--- src/srtf_pkg.sv ---
// ============================================================================
// srtf_pkg - shared types and constants for the SRTF thread scheduler
// Holds field widths, function codes, slot and sequencer states, and the
// item / result / control structs passed between the scheduler modules.
// ============================================================================
package srtf_pkg;

    // Default sizing handed to the top level parameters
    localparam int SLOTS_DEF       = 4;
    localparam int BURST_PAIRS_DEF = 3;
    localparam int LEN_BITS_DEF    = 16;

    // Input item layout: six burst length fields of fixed width
    localparam int NUM_FIELDS = 6;
    localparam int FIELD_W    = 16;

    // Configuration register
    localparam int             CFG_W       = 8;
    localparam logic [CFG_W-1:0] IO_STEP_RST = 8'd3;

    // Function codes carried in the func field
    localparam logic [1:0] FUNC_CREATE = 2'd0;
    localparam logic [1:0] FUNC_CPU    = 2'd1;
    localparam logic [1:0] FUNC_SCHED  = 2'd2;

    // Per-slot thread status
    typedef enum logic [1:0] {
        SLOT_EMPTY,
        SLOT_READY,
        SLOT_RUNNING,
        SLOT_IO
    } srtf_slot_t;

    // Sequencer states
    typedef enum logic [3:0] {
        ST_IDLE,
        ST_DECODE,
        ST_FILL,
        ST_CPU_WB,
        ST_QSCAN,
        ST_REQUEUE,
        ST_PICK_RD,
        ST_PICK_CMP,
        ST_PICK_TAKE,
        ST_IO_SCAN,
        ST_IO_WB,
        ST_DONE
    } srtf_state_t;

    // One input item; len[0..5] = cpu1, io1, cpu2, io2, cpu3, io3
    typedef struct packed {
        logic [1:0]                        func;
        logic [NUM_FIELDS-1:0][FIELD_W-1:0] len;
    } srtf_item_t;

    // One result item
    typedef struct packed {
        logic [2:0] run_slot;
        logic [7:0] run_thread;
        logic [2:0] made_slot;
        logic       create_failed;
        logic [7:0] done_count;
    } srtf_result_t;

    // Sequencer handshake toward the top level
    typedef struct packed {
        logic idle;
        logic done;
    } srtf_ctrl_t;

endpackage

--- src/srtf_if.sv ---
// ============================================================================
// srtf_if - channel interfaces of the SRTF thread scheduler
// Input item channel, result channel and configuration write channel, each
// a valid/ready transaction with source and sink modports.
// ============================================================================
interface srtf_in_if;
    import srtf_pkg::*;

    logic               valid;
    logic               ready;
    logic [1:0]         func;
    logic [FIELD_W-1:0] cpu1_len;
    logic [FIELD_W-1:0] io1_len;
    logic [FIELD_W-1:0] cpu2_len;
    logic [FIELD_W-1:0] io2_len;
    logic [FIELD_W-1:0] cpu3_len;
    logic [FIELD_W-1:0] io3_len;

    modport source (
        output valid, func, cpu1_len, io1_len, cpu2_len, io2_len, cpu3_len, io3_len,
        input  ready
    );
    modport sink (
        input  valid, func, cpu1_len, io1_len, cpu2_len, io2_len, cpu3_len, io3_len,
        output ready
    );
endinterface

interface srtf_out_if;
    logic       valid;
    logic       ready;
    logic [2:0] run_slot;
    logic [7:0] run_thread;
    logic [2:0] made_slot;
    logic       create_failed;
    logic [7:0] done_count;

    modport source (
        output valid, run_slot, run_thread, made_slot, create_failed, done_count,
        input  ready
    );
    modport sink (
        input  valid, run_slot, run_thread, made_slot, create_failed, done_count,
        output ready
    );
endinterface

interface srtf_cfg_if;
    import srtf_pkg::*;

    logic             valid;
    logic             ready;
    logic [CFG_W-1:0] data;

    modport source (
        output valid, data,
        input  ready
    );
    modport sink (
        input  valid, data,
        output ready
    );
endinterface

--- src/srtf_alu.sv ---
// ============================================================================
// srtf_alu - shared subtract / compare unit
// One subtractor serves burst decrement, IO step subtraction and the
// shortest-burst compare. Reports a - b and the a < b, a <= b flags.
// ============================================================================
module srtf_alu #(
    parameter int W = 16
) (
    input  logic [W-1:0] a,
    input  logic [W-1:0] b,
    output logic [W-1:0] diff,
    output logic         lt,
    output logic         le
);

    logic [W:0] full;

    // Borrow out of the extended subtraction is the less-than flag
    assign full = {1'b0, a} - {1'b0, b};
    assign diff = full[W-1:0];
    assign lt   = full[W];
    assign le   = full[W] | (full[W-1:0] == '0);

endmodule

--- src/srtf_ctrl.sv ---
// ============================================================================
// srtf_ctrl - scheduler sequencer, slot state and burst store
// Walks each item through create fill, CPU decrement or the schedule pass
// (queue scan, requeue, shortest-burst pick, IO update) one step a cycle,
// sharing a single subtractor and one read / one write port of the store.
// ============================================================================
module srtf_ctrl #(
    parameter int SLOTS       = srtf_pkg::SLOTS_DEF,
    parameter int BURST_PAIRS = srtf_pkg::BURST_PAIRS_DEF,
    parameter int LEN_BITS    = srtf_pkg::LEN_BITS_DEF
) (
    input  logic                       clk,
    input  logic                       rst_n,
    input  logic                       start,
    input  srtf_pkg::srtf_item_t       item,
    input  logic [srtf_pkg::CFG_W-1:0] io_step,
    input  logic                       res_free,
    output srtf_pkg::srtf_ctrl_t       ctrl,
    output srtf_pkg::srtf_result_t     result
);
    import srtf_pkg::*;

    localparam int PHASES = 2 * BURST_PAIRS;
    localparam int DEPTH  = SLOTS * PHASES;
    localparam int SL_W   = $clog2(SLOTS);
    localparam int PH_W   = $clog2(PHASES);
    localparam int AD_W   = $clog2(DEPTH);
    localparam int QC_W   = $clog2(SLOTS + 1);
    localparam int MAXN   = (PHASES > SLOTS) ? PHASES : SLOTS;
    localparam int CNT_W  = $clog2(MAXN);
    localparam int ALU_W  = (LEN_BITS > CFG_W) ? LEN_BITS : CFG_W;
    localparam int FS_W   = $clog2(NUM_FIELDS);

    // Store address of burst p of slot s
    function automatic logic [AD_W-1:0] mem_addr(input logic [SL_W-1:0] s,
                                                 input logic [PH_W-1:0] p);
        logic [31:0] a;
        a = 32'(s) * PHASES + 32'(p);
        return a[AD_W-1:0];
    endfunction

    // Sequencer and slot state
    srtf_state_t      state_reg, state_next;
    srtf_item_t       item_reg;
    srtf_slot_t       status_reg [SLOTS];
    logic [PH_W-1:0]  phase_reg  [SLOTS];
    logic [7:0]       thread_reg [SLOTS];
    logic [SL_W-1:0]  order_reg  [SLOTS];
    logic             inq_reg    [SLOTS];
    logic [QC_W-1:0]  qcnt_reg;
    logic             run_valid_reg;
    logic [SL_W-1:0]  run_idx_reg;
    logic [7:0]       created_reg;
    logic [7:0]       finished_reg;
    logic             made_valid_reg;
    logic [SL_W-1:0]  made_idx_reg;
    logic             fail_reg;
    logic [CNT_W-1:0] cnt_reg;
    logic [FS_W-1:0]  fsel_reg;
    logic [SL_W-1:0]  best_pos_reg;
    logic [LEN_BITS-1:0] best_len_reg;

    // Burst store
    logic [LEN_BITS-1:0] mem [DEPTH];
    logic [LEN_BITS-1:0] rd_data_reg;

    // Datapath nets
    logic                empty_found;
    logic [SL_W-1:0]     empty_idx;
    logic [SL_W-1:0]     scan_s;
    logic [SL_W-1:0]     take_s;
    logic [SL_W-1:0]     rd_slot;
    logic [SL_W-1:0]     wr_slot;
    logic [PH_W-1:0]     wr_phase;
    logic [AD_W-1:0]     rd_addr;
    logic [AD_W-1:0]     wr_addr;
    logic                mem_we;
    logic [LEN_BITS-1:0] mem_wdata;
    logic [ALU_W-1:0]    alu_a;
    logic [ALU_W-1:0]    alu_b;
    logic [ALU_W-1:0]    alu_diff;
    logic                alu_lt;
    logic                alu_le;
    logic                push_req;
    logic                push_ok;
    logic [SL_W-1:0]     push_slot;
    logic                done;
    logic                scan_end;
    logic                pick_end;
    logic                cpu_last;
    logic                io_last;
    logic                run_ok;

    // Shared subtractor
    srtf_alu #(.W(ALU_W)) u_alu (
        .a    (alu_a),
        .b    (alu_b),
        .diff (alu_diff),
        .lt   (alu_lt),
        .le   (alu_le)
    );

    // First empty slot, lowest index wins
    always_comb
    begin
        empty_found = 1'b0;
        empty_idx   = '0;
        for (int i = SLOTS - 1; i >= 0; i--)
        begin
            if (status_reg[i] == SLOT_EMPTY)
            begin
                empty_found = 1'b1;
                empty_idx   = SL_W'(i);
            end
        end
    end

    // Loop position and end-of-burst decodes
    assign scan_s   = cnt_reg[SL_W-1:0];
    assign take_s   = order_reg[best_pos_reg];
    assign scan_end = (cnt_reg == CNT_W'(SLOTS - 1));
    assign pick_end = ((32'(cnt_reg) + 32'd1) == 32'(qcnt_reg));
    assign cpu_last = (phase_reg[run_idx_reg] == PH_W'(PHASES - 1));
    assign io_last  = (phase_reg[scan_s] == PH_W'(PHASES - 1));
    assign run_ok   = run_valid_reg && (status_reg[run_idx_reg] == SLOT_RUNNING);
    assign rd_addr  = mem_addr(rd_slot, phase_reg[rd_slot]);
    assign wr_addr  = mem_addr(wr_slot, wr_phase);
    assign alu_a    = ALU_W'(rd_data_reg);

    // Next state
    always_comb
    begin
        state_next = state_reg;
        unique case (state_reg)
            ST_IDLE:
            begin
                if (start)
                    state_next = ST_DECODE;
            end
            ST_DECODE:
            begin
                priority if (item_reg.func == FUNC_CREATE)
                    state_next = empty_found ? ST_FILL : ST_DONE;
                else if (item_reg.func == FUNC_CPU)
                    state_next = run_ok ? ST_CPU_WB : ST_DONE;
                else if (item_reg.func == FUNC_SCHED)
                    state_next = ST_QSCAN;
                else
                    state_next = ST_DONE;
            end
            ST_FILL:
            begin
                if (cnt_reg == CNT_W'(PHASES - 1))
                    state_next = ST_DONE;
            end
            ST_CPU_WB:
                state_next = ST_DONE;
            ST_QSCAN:
            begin
                if (scan_end)
                    state_next = ST_REQUEUE;
            end
            ST_REQUEUE:
                state_next = ((qcnt_reg != '0) || push_ok) ? ST_PICK_RD : ST_IO_SCAN;
            ST_PICK_RD:
                state_next = ST_PICK_CMP;
            ST_PICK_CMP:
                state_next = pick_end ? ST_PICK_TAKE : ST_PICK_RD;
            ST_PICK_TAKE:
                state_next = ST_IO_SCAN;
            ST_IO_SCAN:
            begin
                priority if (status_reg[scan_s] == SLOT_IO)
                    state_next = ST_IO_WB;
                else if (scan_end)
                    state_next = ST_DONE;
                else
                    state_next = ST_IO_SCAN;
            end
            ST_IO_WB:
                state_next = scan_end ? ST_DONE : ST_IO_SCAN;
            ST_DONE:
            begin
                if (res_free)
                    state_next = ST_IDLE;
            end
            default:
                state_next = ST_IDLE;
        endcase
    end

    // Store port, subtractor operand and queue push control per state
    always_comb
    begin
        rd_slot   = run_idx_reg;
        wr_slot   = run_idx_reg;
        wr_phase  = phase_reg[run_idx_reg];
        mem_we    = 1'b0;
        mem_wdata = '0;
        alu_b     = '0;
        push_req  = 1'b0;
        push_slot = scan_s;
        done      = 1'b0;
        unique case (state_reg)
            ST_FILL:
            begin
                mem_we    = 1'b1;
                wr_slot   = made_idx_reg;
                wr_phase  = cnt_reg[PH_W-1:0];
                mem_wdata = LEN_BITS'(item_reg.len[fsel_reg]);
            end
            ST_CPU_WB:
            begin
                alu_b     = ALU_W'(1);
                mem_we    = 1'b1;
                mem_wdata = alu_lt ? '0 : alu_diff[LEN_BITS-1:0];
            end
            ST_QSCAN:
                push_req = (status_reg[scan_s] == SLOT_READY) && !inq_reg[scan_s];
            ST_REQUEUE:
            begin
                push_req  = run_ok;
                push_slot = run_idx_reg;
            end
            ST_PICK_RD:
                rd_slot = order_reg[scan_s];
            ST_PICK_CMP:
                alu_b = ALU_W'(best_len_reg);
            ST_IO_SCAN:
                rd_slot = scan_s;
            ST_IO_WB:
            begin
                alu_b     = ALU_W'(io_step);
                mem_we    = 1'b1;
                wr_slot   = scan_s;
                wr_phase  = phase_reg[scan_s];
                mem_wdata = alu_le ? '0 : alu_diff[LEN_BITS-1:0];
                push_req  = alu_le && !io_last;
            end
            ST_DONE:
                done = res_free;
            default:
            begin
            end
        endcase
        push_ok = push_req && (qcnt_reg != QC_W'(SLOTS));
    end

    // Burst store: one write, one registered read per cycle
    always_ff @(posedge clk)
    begin
        if (mem_we)
            mem[wr_addr] <= mem_wdata;
        rd_data_reg <= mem[rd_addr];
    end

    // Payload registers
    always_ff @(posedge clk)
    begin
        if ((state_reg == ST_IDLE) && start)
            item_reg <= item;
        if ((state_reg == ST_PICK_CMP) && ((cnt_reg == '0) || alu_lt))
            best_len_reg <= rd_data_reg;
    end

    // Control and slot state
    always_ff @(posedge clk or negedge rst_n)
    begin
        if (!rst_n)
        begin
            state_reg <= ST_IDLE;
            for (int i = 0; i < SLOTS; i++)
            begin
                status_reg[i] <= SLOT_EMPTY;
                phase_reg[i]  <= '0;
                thread_reg[i] <= '0;
                order_reg[i]  <= '0;
                inq_reg[i]    <= 1'b0;
            end
            qcnt_reg       <= '0;
            run_valid_reg  <= 1'b0;
            run_idx_reg    <= '0;
            created_reg    <= '0;
            finished_reg   <= '0;
            made_valid_reg <= 1'b0;
            made_idx_reg   <= '0;
            fail_reg       <= 1'b0;
            cnt_reg        <= '0;
            fsel_reg       <= '0;
            best_pos_reg   <= '0;
        end
        else
        begin
            state_reg <= state_next;
            unique case (state_reg)
                ST_IDLE:
                begin
                    if (start)
                    begin
                        made_valid_reg <= 1'b0;
                        fail_reg       <= 1'b0;
                    end
                end
                ST_DECODE:
                begin
                    cnt_reg  <= '0;
                    fsel_reg <= '0;
                    if (item_reg.func == FUNC_CREATE)
                    begin
                        if (empty_found)
                        begin
                            made_valid_reg         <= 1'b1;
                            made_idx_reg           <= empty_idx;
                            created_reg            <= created_reg + 8'd1;
                            thread_reg[empty_idx]  <= created_reg + 8'd1;
                            phase_reg[empty_idx]   <= '0;
                            status_reg[empty_idx]  <= SLOT_READY;
                            inq_reg[empty_idx]     <= 1'b0;
                        end
                        else
                            fail_reg <= 1'b1;
                    end
                end
                ST_FILL:
                begin
                    cnt_reg  <= cnt_reg + 1'b1;
                    fsel_reg <= (fsel_reg == FS_W'(NUM_FIELDS - 1)) ? '0 : fsel_reg + 1'b1;
                end
                ST_CPU_WB:
                begin
                    // burst over: go to IO, or finish after the last burst
                    if (alu_le)
                    begin
                        run_valid_reg <= 1'b0;
                        if (cpu_last)
                        begin
                            status_reg[run_idx_reg] <= SLOT_EMPTY;
                            inq_reg[run_idx_reg]    <= 1'b0;
                            finished_reg            <= finished_reg + 8'd1;
                        end
                        else
                        begin
                            phase_reg[run_idx_reg]  <= phase_reg[run_idx_reg] + 1'b1;
                            status_reg[run_idx_reg] <= SLOT_IO;
                        end
                    end
                end
                ST_QSCAN:
                    cnt_reg <= cnt_reg + 1'b1;
                ST_REQUEUE:
                begin
                    if (run_ok)
                        status_reg[run_idx_reg] <= SLOT_READY;
                    run_valid_reg <= 1'b0;
                    cnt_reg       <= '0;
                    best_pos_reg  <= '0;
                end
                ST_PICK_CMP:
                begin
                    // strict less keeps the earliest position on ties
                    if ((cnt_reg == '0) || alu_lt)
                        best_pos_reg <= scan_s;
                    cnt_reg <= cnt_reg + 1'b1;
                end
                ST_PICK_TAKE:
                begin
                    for (int i = 0; i < SLOTS - 1; i++)
                    begin
                        if (SL_W'(i) >= best_pos_reg)
                            order_reg[i] <= order_reg[i + 1];
                    end
                    qcnt_reg           <= qcnt_reg - 1'b1;
                    inq_reg[take_s]    <= 1'b0;
                    status_reg[take_s] <= SLOT_RUNNING;
                    run_valid_reg      <= 1'b1;
                    run_idx_reg        <= take_s;
                    cnt_reg            <= '0;
                end
                ST_IO_SCAN:
                begin
                    if (status_reg[scan_s] != SLOT_IO)
                        cnt_reg <= cnt_reg + 1'b1;
                end
                ST_IO_WB:
                begin
                    if (alu_le)
                    begin
                        if (io_last)
                        begin
                            status_reg[scan_s] <= SLOT_EMPTY;
                            inq_reg[scan_s]    <= 1'b0;
                            finished_reg       <= finished_reg + 8'd1;
                        end
                        else
                        begin
                            phase_reg[scan_s]  <= phase_reg[scan_s] + 1'b1;
                            status_reg[scan_s] <= SLOT_READY;
                        end
                    end
                    cnt_reg <= cnt_reg + 1'b1;
                end
                default:
                begin
                end
            endcase

            // Append to the ready queue tail
            if (push_ok)
            begin
                order_reg[qcnt_reg[SL_W-1:0]] <= push_slot;
                qcnt_reg                      <= qcnt_reg + 1'b1;
                inq_reg[push_slot]            <= 1'b1;
            end
        end
    end

    // Result and handshake toward the top level
    assign ctrl.idle = (state_reg == ST_IDLE);
    assign ctrl.done = done;

    assign result.run_slot      = run_valid_reg ?
                                  3'({1'b0, run_idx_reg} + (SL_W + 1)'(1)) : 3'd0;
    assign result.run_thread    = run_valid_reg ? thread_reg[run_idx_reg] : 8'd0;
    assign result.made_slot     = made_valid_reg ?
                                  3'({1'b0, made_idx_reg} + (SL_W + 1)'(1)) : 3'd0;
    assign result.create_failed = fail_reg;
    assign result.done_count    = finished_reg;

    // Running slot is marked running and never sits in the ready queue
    a_run_status: assert property (@(posedge clk) disable iff (!rst_n)
        (state_reg == ST_IDLE && run_valid_reg) |-> (status_reg[run_idx_reg] == SLOT_RUNNING))
        else $error("running slot not in running status");

    a_run_not_queued: assert property (@(posedge clk) disable iff (!rst_n)
        (state_reg == ST_IDLE && run_valid_reg) |-> !inq_reg[run_idx_reg])
        else $error("running slot still queued");

    // A pick always leaves a thread running
    a_pick_runs: assert property (@(posedge clk) disable iff (!rst_n)
        (state_reg == ST_PICK_TAKE) |=> run_valid_reg)
        else $error("pick did not start a thread");

    // Queue fill never exceeds the slot count
    a_qcnt_bound: assert property (@(posedge clk) disable iff (!rst_n)
        (qcnt_reg <= QC_W'(SLOTS)))
        else $error("ready queue overflow");

endmodule

--- src/srtf_thread_scheduler.sv ---
// ============================================================================
// srtf_thread_scheduler - preemptive shortest-remaining-time-first scheduler
// Top level: channel handshakes, io_step register, result register.
// ============================================================================
// One item is processed at a time; in_ch.ready is high only while the
// sequencer idles, and a finished result waits in an output register so the
// next item can be accepted before it is taken. All steps go through one
// subtractor and a single read / single write port on the burst store; a
// create writes the store once per burst. io_step is written on cfg and takes
// effect from the next IO update on; cfg.ready is always high.
module srtf_thread_scheduler #(
    parameter int SLOTS       = srtf_pkg::SLOTS_DEF,
    parameter int BURST_PAIRS = srtf_pkg::BURST_PAIRS_DEF,
    parameter int LEN_BITS    = srtf_pkg::LEN_BITS_DEF
) (
    input  logic       clk,
    input  logic       rst_n,
    srtf_in_if.sink    in_ch,
    srtf_out_if.source out_ch,
    srtf_cfg_if.sink   cfg
);
    import srtf_pkg::*;

    logic [CFG_W-1:0] io_step_reg;
    logic             out_valid_reg;
    srtf_result_t     out_data_reg;
    srtf_ctrl_t       ctrl;
    srtf_result_t     result;
    srtf_item_t       item;
    logic             start;
    logic             res_free;

    // Configuration register
    assign cfg.ready = 1'b1;

    always_ff @(posedge clk or negedge rst_n)
    begin
        if (!rst_n)
            io_step_reg <= IO_STEP_RST;
        else if (cfg.valid)
            io_step_reg <= cfg.data;
    end

    // Input transaction
    assign in_ch.ready = ctrl.idle;
    assign start       = in_ch.valid && ctrl.idle;

    always_comb
    begin
        item.func   = in_ch.func;
        item.len[0] = in_ch.cpu1_len;
        item.len[1] = in_ch.io1_len;
        item.len[2] = in_ch.cpu2_len;
        item.len[3] = in_ch.io2_len;
        item.len[4] = in_ch.cpu3_len;
        item.len[5] = in_ch.io3_len;
    end

    srtf_ctrl #(
        .SLOTS       (SLOTS),
        .BURST_PAIRS (BURST_PAIRS),
        .LEN_BITS    (LEN_BITS)
    ) u_ctrl (
        .clk      (clk),
        .rst_n    (rst_n),
        .start    (start),
        .item     (item),
        .io_step  (io_step_reg),
        .res_free (res_free),
        .ctrl     (ctrl),
        .result   (result)
    );

    // Output register
    assign res_free = !out_valid_reg || out_ch.ready;

    always_ff @(posedge clk or negedge rst_n)
    begin
        if (!rst_n)
            out_valid_reg <= 1'b0;
        else if (ctrl.done)
            out_valid_reg <= 1'b1;
        else if (out_ch.ready)
            out_valid_reg <= 1'b0;
    end

    always_ff @(posedge clk)
    begin
        if (ctrl.done)
            out_data_reg <= result;
    end

    assign out_ch.valid         = out_valid_reg;
    assign out_ch.run_slot      = out_data_reg.run_slot;
    assign out_ch.run_thread    = out_data_reg.run_thread;
    assign out_ch.made_slot     = out_data_reg.made_slot;
    assign out_ch.create_failed = out_data_reg.create_failed;
    assign out_ch.done_count    = out_data_reg.done_count;

endmodule
--- src/flat_wrapper.sv ---
// flat-port wrapper written by rule: the top's interface ports become plain ports
module srtf_thread_scheduler_flat import srtf_pkg::*;
#(
    parameter int SLOTS       = srtf_pkg::SLOTS_DEF,
    parameter int BURST_PAIRS = srtf_pkg::BURST_PAIRS_DEF,
    parameter int LEN_BITS    = srtf_pkg::LEN_BITS_DEF
)
  (clk, rst_n, in_ch_valid, in_ch_func, in_ch_cpu1_len, in_ch_io1_len, in_ch_cpu2_len, in_ch_io2_len, in_ch_cpu3_len, in_ch_io3_len, in_ch_ready, out_ch_valid, out_ch_run_slot, out_ch_run_thread, out_ch_made_slot, out_ch_create_failed, out_ch_done_count, out_ch_ready, cfg_valid, cfg_data, cfg_ready);
  srtf_in_if in_ch_i ();
  srtf_out_if out_ch_i ();
  srtf_cfg_if cfg_i ();
  input  logic clk;
  input  logic rst_n;
  input wire logic [$bits(in_ch_i.valid)-1:0] in_ch_valid;
  input wire logic [$bits(in_ch_i.func)-1:0] in_ch_func;
  input wire logic [$bits(in_ch_i.cpu1_len)-1:0] in_ch_cpu1_len;
  input wire logic [$bits(in_ch_i.io1_len)-1:0] in_ch_io1_len;
  input wire logic [$bits(in_ch_i.cpu2_len)-1:0] in_ch_cpu2_len;
  input wire logic [$bits(in_ch_i.io2_len)-1:0] in_ch_io2_len;
  input wire logic [$bits(in_ch_i.cpu3_len)-1:0] in_ch_cpu3_len;
  input wire logic [$bits(in_ch_i.io3_len)-1:0] in_ch_io3_len;
  output wire logic [$bits(in_ch_i.ready)-1:0] in_ch_ready;
  output wire logic [$bits(out_ch_i.valid)-1:0] out_ch_valid;
  output wire logic [$bits(out_ch_i.run_slot)-1:0] out_ch_run_slot;
  output wire logic [$bits(out_ch_i.run_thread)-1:0] out_ch_run_thread;
  output wire logic [$bits(out_ch_i.made_slot)-1:0] out_ch_made_slot;
  output wire logic [$bits(out_ch_i.create_failed)-1:0] out_ch_create_failed;
  output wire logic [$bits(out_ch_i.done_count)-1:0] out_ch_done_count;
  input wire logic [$bits(out_ch_i.ready)-1:0] out_ch_ready;
  input wire logic [$bits(cfg_i.valid)-1:0] cfg_valid;
  input wire logic [$bits(cfg_i.data)-1:0] cfg_data;
  output wire logic [$bits(cfg_i.ready)-1:0] cfg_ready;
  assign in_ch_i.valid = in_ch_valid;
  assign in_ch_i.func = in_ch_func;
  assign in_ch_i.cpu1_len = in_ch_cpu1_len;
  assign in_ch_i.io1_len = in_ch_io1_len;
  assign in_ch_i.cpu2_len = in_ch_cpu2_len;
  assign in_ch_i.io2_len = in_ch_io2_len;
  assign in_ch_i.cpu3_len = in_ch_cpu3_len;
  assign in_ch_i.io3_len = in_ch_io3_len;
  assign in_ch_ready = in_ch_i.ready;
  assign out_ch_valid = out_ch_i.valid;
  assign out_ch_run_slot = out_ch_i.run_slot;
  assign out_ch_run_thread = out_ch_i.run_thread;
  assign out_ch_made_slot = out_ch_i.made_slot;
  assign out_ch_create_failed = out_ch_i.create_failed;
  assign out_ch_done_count = out_ch_i.done_count;
  assign out_ch_i.ready = out_ch_ready;
  assign cfg_i.valid = cfg_valid;
  assign cfg_i.data = cfg_data;
  assign cfg_ready = cfg_i.ready;
  srtf_thread_scheduler #(.SLOTS(SLOTS), .BURST_PAIRS(BURST_PAIRS), .LEN_BITS(LEN_BITS)) u_core (.clk(clk), .rst_n(rst_n), .in_ch(in_ch_i), .out_ch(out_ch_i), .cfg(cfg_i));
endmodule
--- config.mk ---
export PLATFORM = sky130hd
export DESIGN_NAME = srtf_thread_scheduler_flat
export DESIGN_NICKNAME = d
export VERILOG_FILES = /design/src/srtf_pkg.sv /design/src/srtf_if.sv /design/src/srtf_alu.sv /design/src/srtf_ctrl.sv /design/src/srtf_thread_scheduler.sv /design/src/flat_wrapper.sv
export SDC_FILE = /design/constraint.sdc
export NUM_CORES = 1
export LEC_CHECK = 0
export BUFFER_PORTS_ARGS = -buffer_cell sky130_fd_sc_hd__buf_2
export CELL_PAD_IN_SITES_DETAIL_PLACEMENT = 1
export CELL_PAD_IN_SITES_GLOBAL_PLACEMENT = 2
export CORE_MARGIN = 2
export CORE_UTILIZATION = 44
export CTS_CLUSTER_DIAMETER = 200
export DETAILED_ROUTE_END_ITERATION = 8
export PLACE_DENSITY_LB_ADDON = 0.1
export SKIP_CTS_REPAIR_TIMING = 1
export SLEW_MARGIN = 15
export SYNTH_ARGS = -nofsm -noshare
export SYNTH_HDL_FRONTEND = slang
export SYNTH_SLANG_ARGS = --single-unit
--- constraint.sdc ---
create_clock -name clk -period 7 [get_ports clk]
set_input_delay 1.75 -clock clk [delete_from_list [all_inputs] [get_ports clk]]
set_output_delay 1.75 -clock clk [all_outputs]
set_load 0.02 [all_outputs]
==> impl_metrics.toml <==
[global_routing]
grt_pass1_wl_mm = 131
grt_usage_pct = 27.1
grt_remaining_overflow = 0
grt_max_degree = 95
antenna_found_initial = 1
grt_pass1_vias = 19300

[finish]
nets = 2378
areaGrowthSynthToFinish_pct = 15.6
fin_area_um2 = 32600
largest_reg_flops = 384
stdcell_count = 3125
layout_common_cells = "edfxtp_1, nand2_1, buf_2, dfrtp_1, nor2_1"
drive_above_1_share_pct = 20.0
final_common_cell = "edfxtp_1"

[timing]
clock_skew_ns = 0.0268
hold_viol = 0
min_period_over_period_pct = 85.0
setup_viol = 0
fmax_ghz = 0.168
worst_pin_slew_ns = 1.10
final_max_slew_viol_count = 0
rsz0062_at_grt = "false"
period_minus_slack_ns = 5.95
fin_tns_setup_ns = 0
slew_headroom_pct = 26.5

[flow_run]
cap_violations = 0

[floorplan]
initial_core_util_pct = 44.6
ios = 137
die-area_um2 = 66100
core_area_um2 = 63200
die_x_um = 257
die_h_um = 257
row_count = 92

[setup_path]
cp_max_fo = 19
worst-endpoint-required_ns = 7.48
startpoint_type = "flip-flop"
cp-end-kind = "flip-flop"
crit_type = "flip-flop to flip-flop"
crit_arrival_ns = 6.43

[routing]
routed-via-count = 18500
drt-initial-drc-count = 1648
wire_per_inst_um = 28.3
wl_mm = 88.5
route.detailed.drc = 0
viasPerCell = 5.91
drt_pre_antenna_iters = 6
ant_nets = 0

[power]
power_leakage_nw = 11.8
p_per_area_nw_per_um2 = 501
ir_drop_uv = 479

[yosys]
synth_ff_type = "edfxtp_1"
synth.area.top_cells = "edfxtp_1, dfrtp_1, mux4_2"
yosysWarnings = 0
syn-instance-count = 2054
synthArstFlopShare_pct = 17.1
synth_edf_count = 521
syn_area_um2 = 28200
synth_nets = 2211
synth.distinct_cells = 82
yosysTopAreaCell = "edfxtp_1"
synth-seq-area-share_pct = 66.6
synth.top_cell.area_share_pct = 55.5
synth.avg_cell_area_um2 = 13.7
ys_ff_latch = 648

[place]
hpwl_mm = 54.7
port_buffers = 135
gp_congestion = 0.912
place_area_um2 = 30300
place_inst = 2994

[cts]
worstSkewPairLatency_ns = 0.63
htreeDepth = 3
cts_made_buffers = 71
clock_sinks = 648
clk_pin_slew_ns = 0.07
tritoncts = "yes"
cts_buffer_depth = 3
root_buffer = "clkbuf_16"

[hold_path]
hold_path.class = "flip-flop to flip-flop"

[status]
status = "completed"
## stage by stage
| stage | hold WS [ns] | worst slack, ns | power [mW] | utilization [%] |
|---|---|---|---|---|
| after global routing | 0.457 | 0.734 | 17.1 | 51.5 |
| after global placement | 0.427 | 1.40 | 12.5 | 47.9 |
| after CTS | 0.441 | 1.16 | 16.4 | 51.5 |
| after detailed placement | 0.432 | 1.18 | 12.7 | 47.9 |
| final | 0.436 | 1.05 | 16.3 | 51.5 |
| after floorplan | 0.408 | 1.60 | 9.75 | - |
## metal layers
metal / vias up / wire length (µm) / track usage, % / part of all wire [%]
li1: 8146 / - / - / -
met3: 170 / 4020 / 3.29 / 4.5
met5: - / 0 / 0 / 0
met1: 9615 / 37300 / 36.1 / 42
met2: 540 / 43800 / 45.3 / 50
met4: 0 / 3370 / 10.6 / 3.8
## cell type report
type	instances	area [µm²]
Antenna cell	1	2.50
Multi-Input combinational cell	1259	9060
Tap cell	846	1060
Sequential cell	648	18700
Timing Repair Buffer	202	1260
Clock inverter	29	308
Fill cell	6238	30600
Inverter	39	148
Clock buffer	101	1970
## report_power, final
group	total, mW	internal, mW	switching, mW
Combinational	7.02	2.26	4.76
Sequential	5.60	5.27	0.329
Clock	3.69	2.13	1.56
## path summary, 6_finish.rpt
path | startpoint | end | slack [ns] | cells past startpoint
worst max-delay path | u_core.u_ctrl.state_reg[3] | u_core.u_ctrl.status_reg[3] | 1.05 | 16
worst min-delay path | u_core.u_ctrl.alu_a[10] | u_core.u_ctrl.best_len_reg[10] | 0.44 | 0
worst max register to register | u_core.u_ctrl.state_reg[3] | u_core.u_ctrl.status_reg[3] | 1.05 | 16
worst min register to register | u_core.u_ctrl.alu_a[10] | u_core.u_ctrl.best_len_reg[10] | 0.44 | 0
max in group asynchronous | rst_n | u_core.u_ctrl.thread_reg[4] | 4.54 | 2
min in group asynchronous | rst_n | u_core.u_ctrl.run_idx_reg[0] | 1.24 | 1
## critical path, cell delays in order, from the launching register on
cell and delay, ns:
dfrtp_1 0.75, nand2b_1 0.39, nor2_1 0.17, buf_4 0.27, a221o_1 0.23, ha_1 0.15
inv_1 0.05, fa_1 0.48, xnor2_1 0.43, o2111ai_1 0.25, a2111oi_0 0.47, nand4_1 0.15
or4_1 0.44, o31a_1 0.44, a21boi_2 0.67, a21oi_1 0.14, o2bb2a_1 0.32
## synthesized netlist by cell type (6+ instances only)
cell type and count:
buf_2 16, dfrtp_1 109, o21ai_0 72, and2_1 20, mux2_2 34, inv_1 36
nor2b_1 12, o31ai_1 15, ha_1 42, dfxtp_1 16, a21o_1 13, a31oi_1 51
xor2_1 11, mux4_2 67, o2bb2ai_1 7, clkbuf_1 81, and3_1 8, edfxtp_1 521
o2111ai_1 6, a32oi_1 18, a21oi_1 69, o211ai_1 17, nand4_1 11, nand2_1 298
buf_1 8, xnor2_1 28, o22ai_1 32, nor2_1 109, nor3_1 21, nand3_1 96
a22oi_1 35, or3_1 6, mux2i_1 66, nand2b_1 14
## kinds of logic after synthesis
| group | synth area share (%) |
|---|---|
| XOR/XNOR | 1.21 |
| multiplexers | 9.06 |
| AND/OR/NAND/NOR | 9.80 |
| buffers and inverters | 2.08 |
| other | 0.0133 |
| flip-flops | 66.6 |
| AO/OA/AOI/OAI | 9.13 |
| adder cells (fa/ha/maj) | 2.15 |
Note: power is estimated with default switching activity, not from simulation.
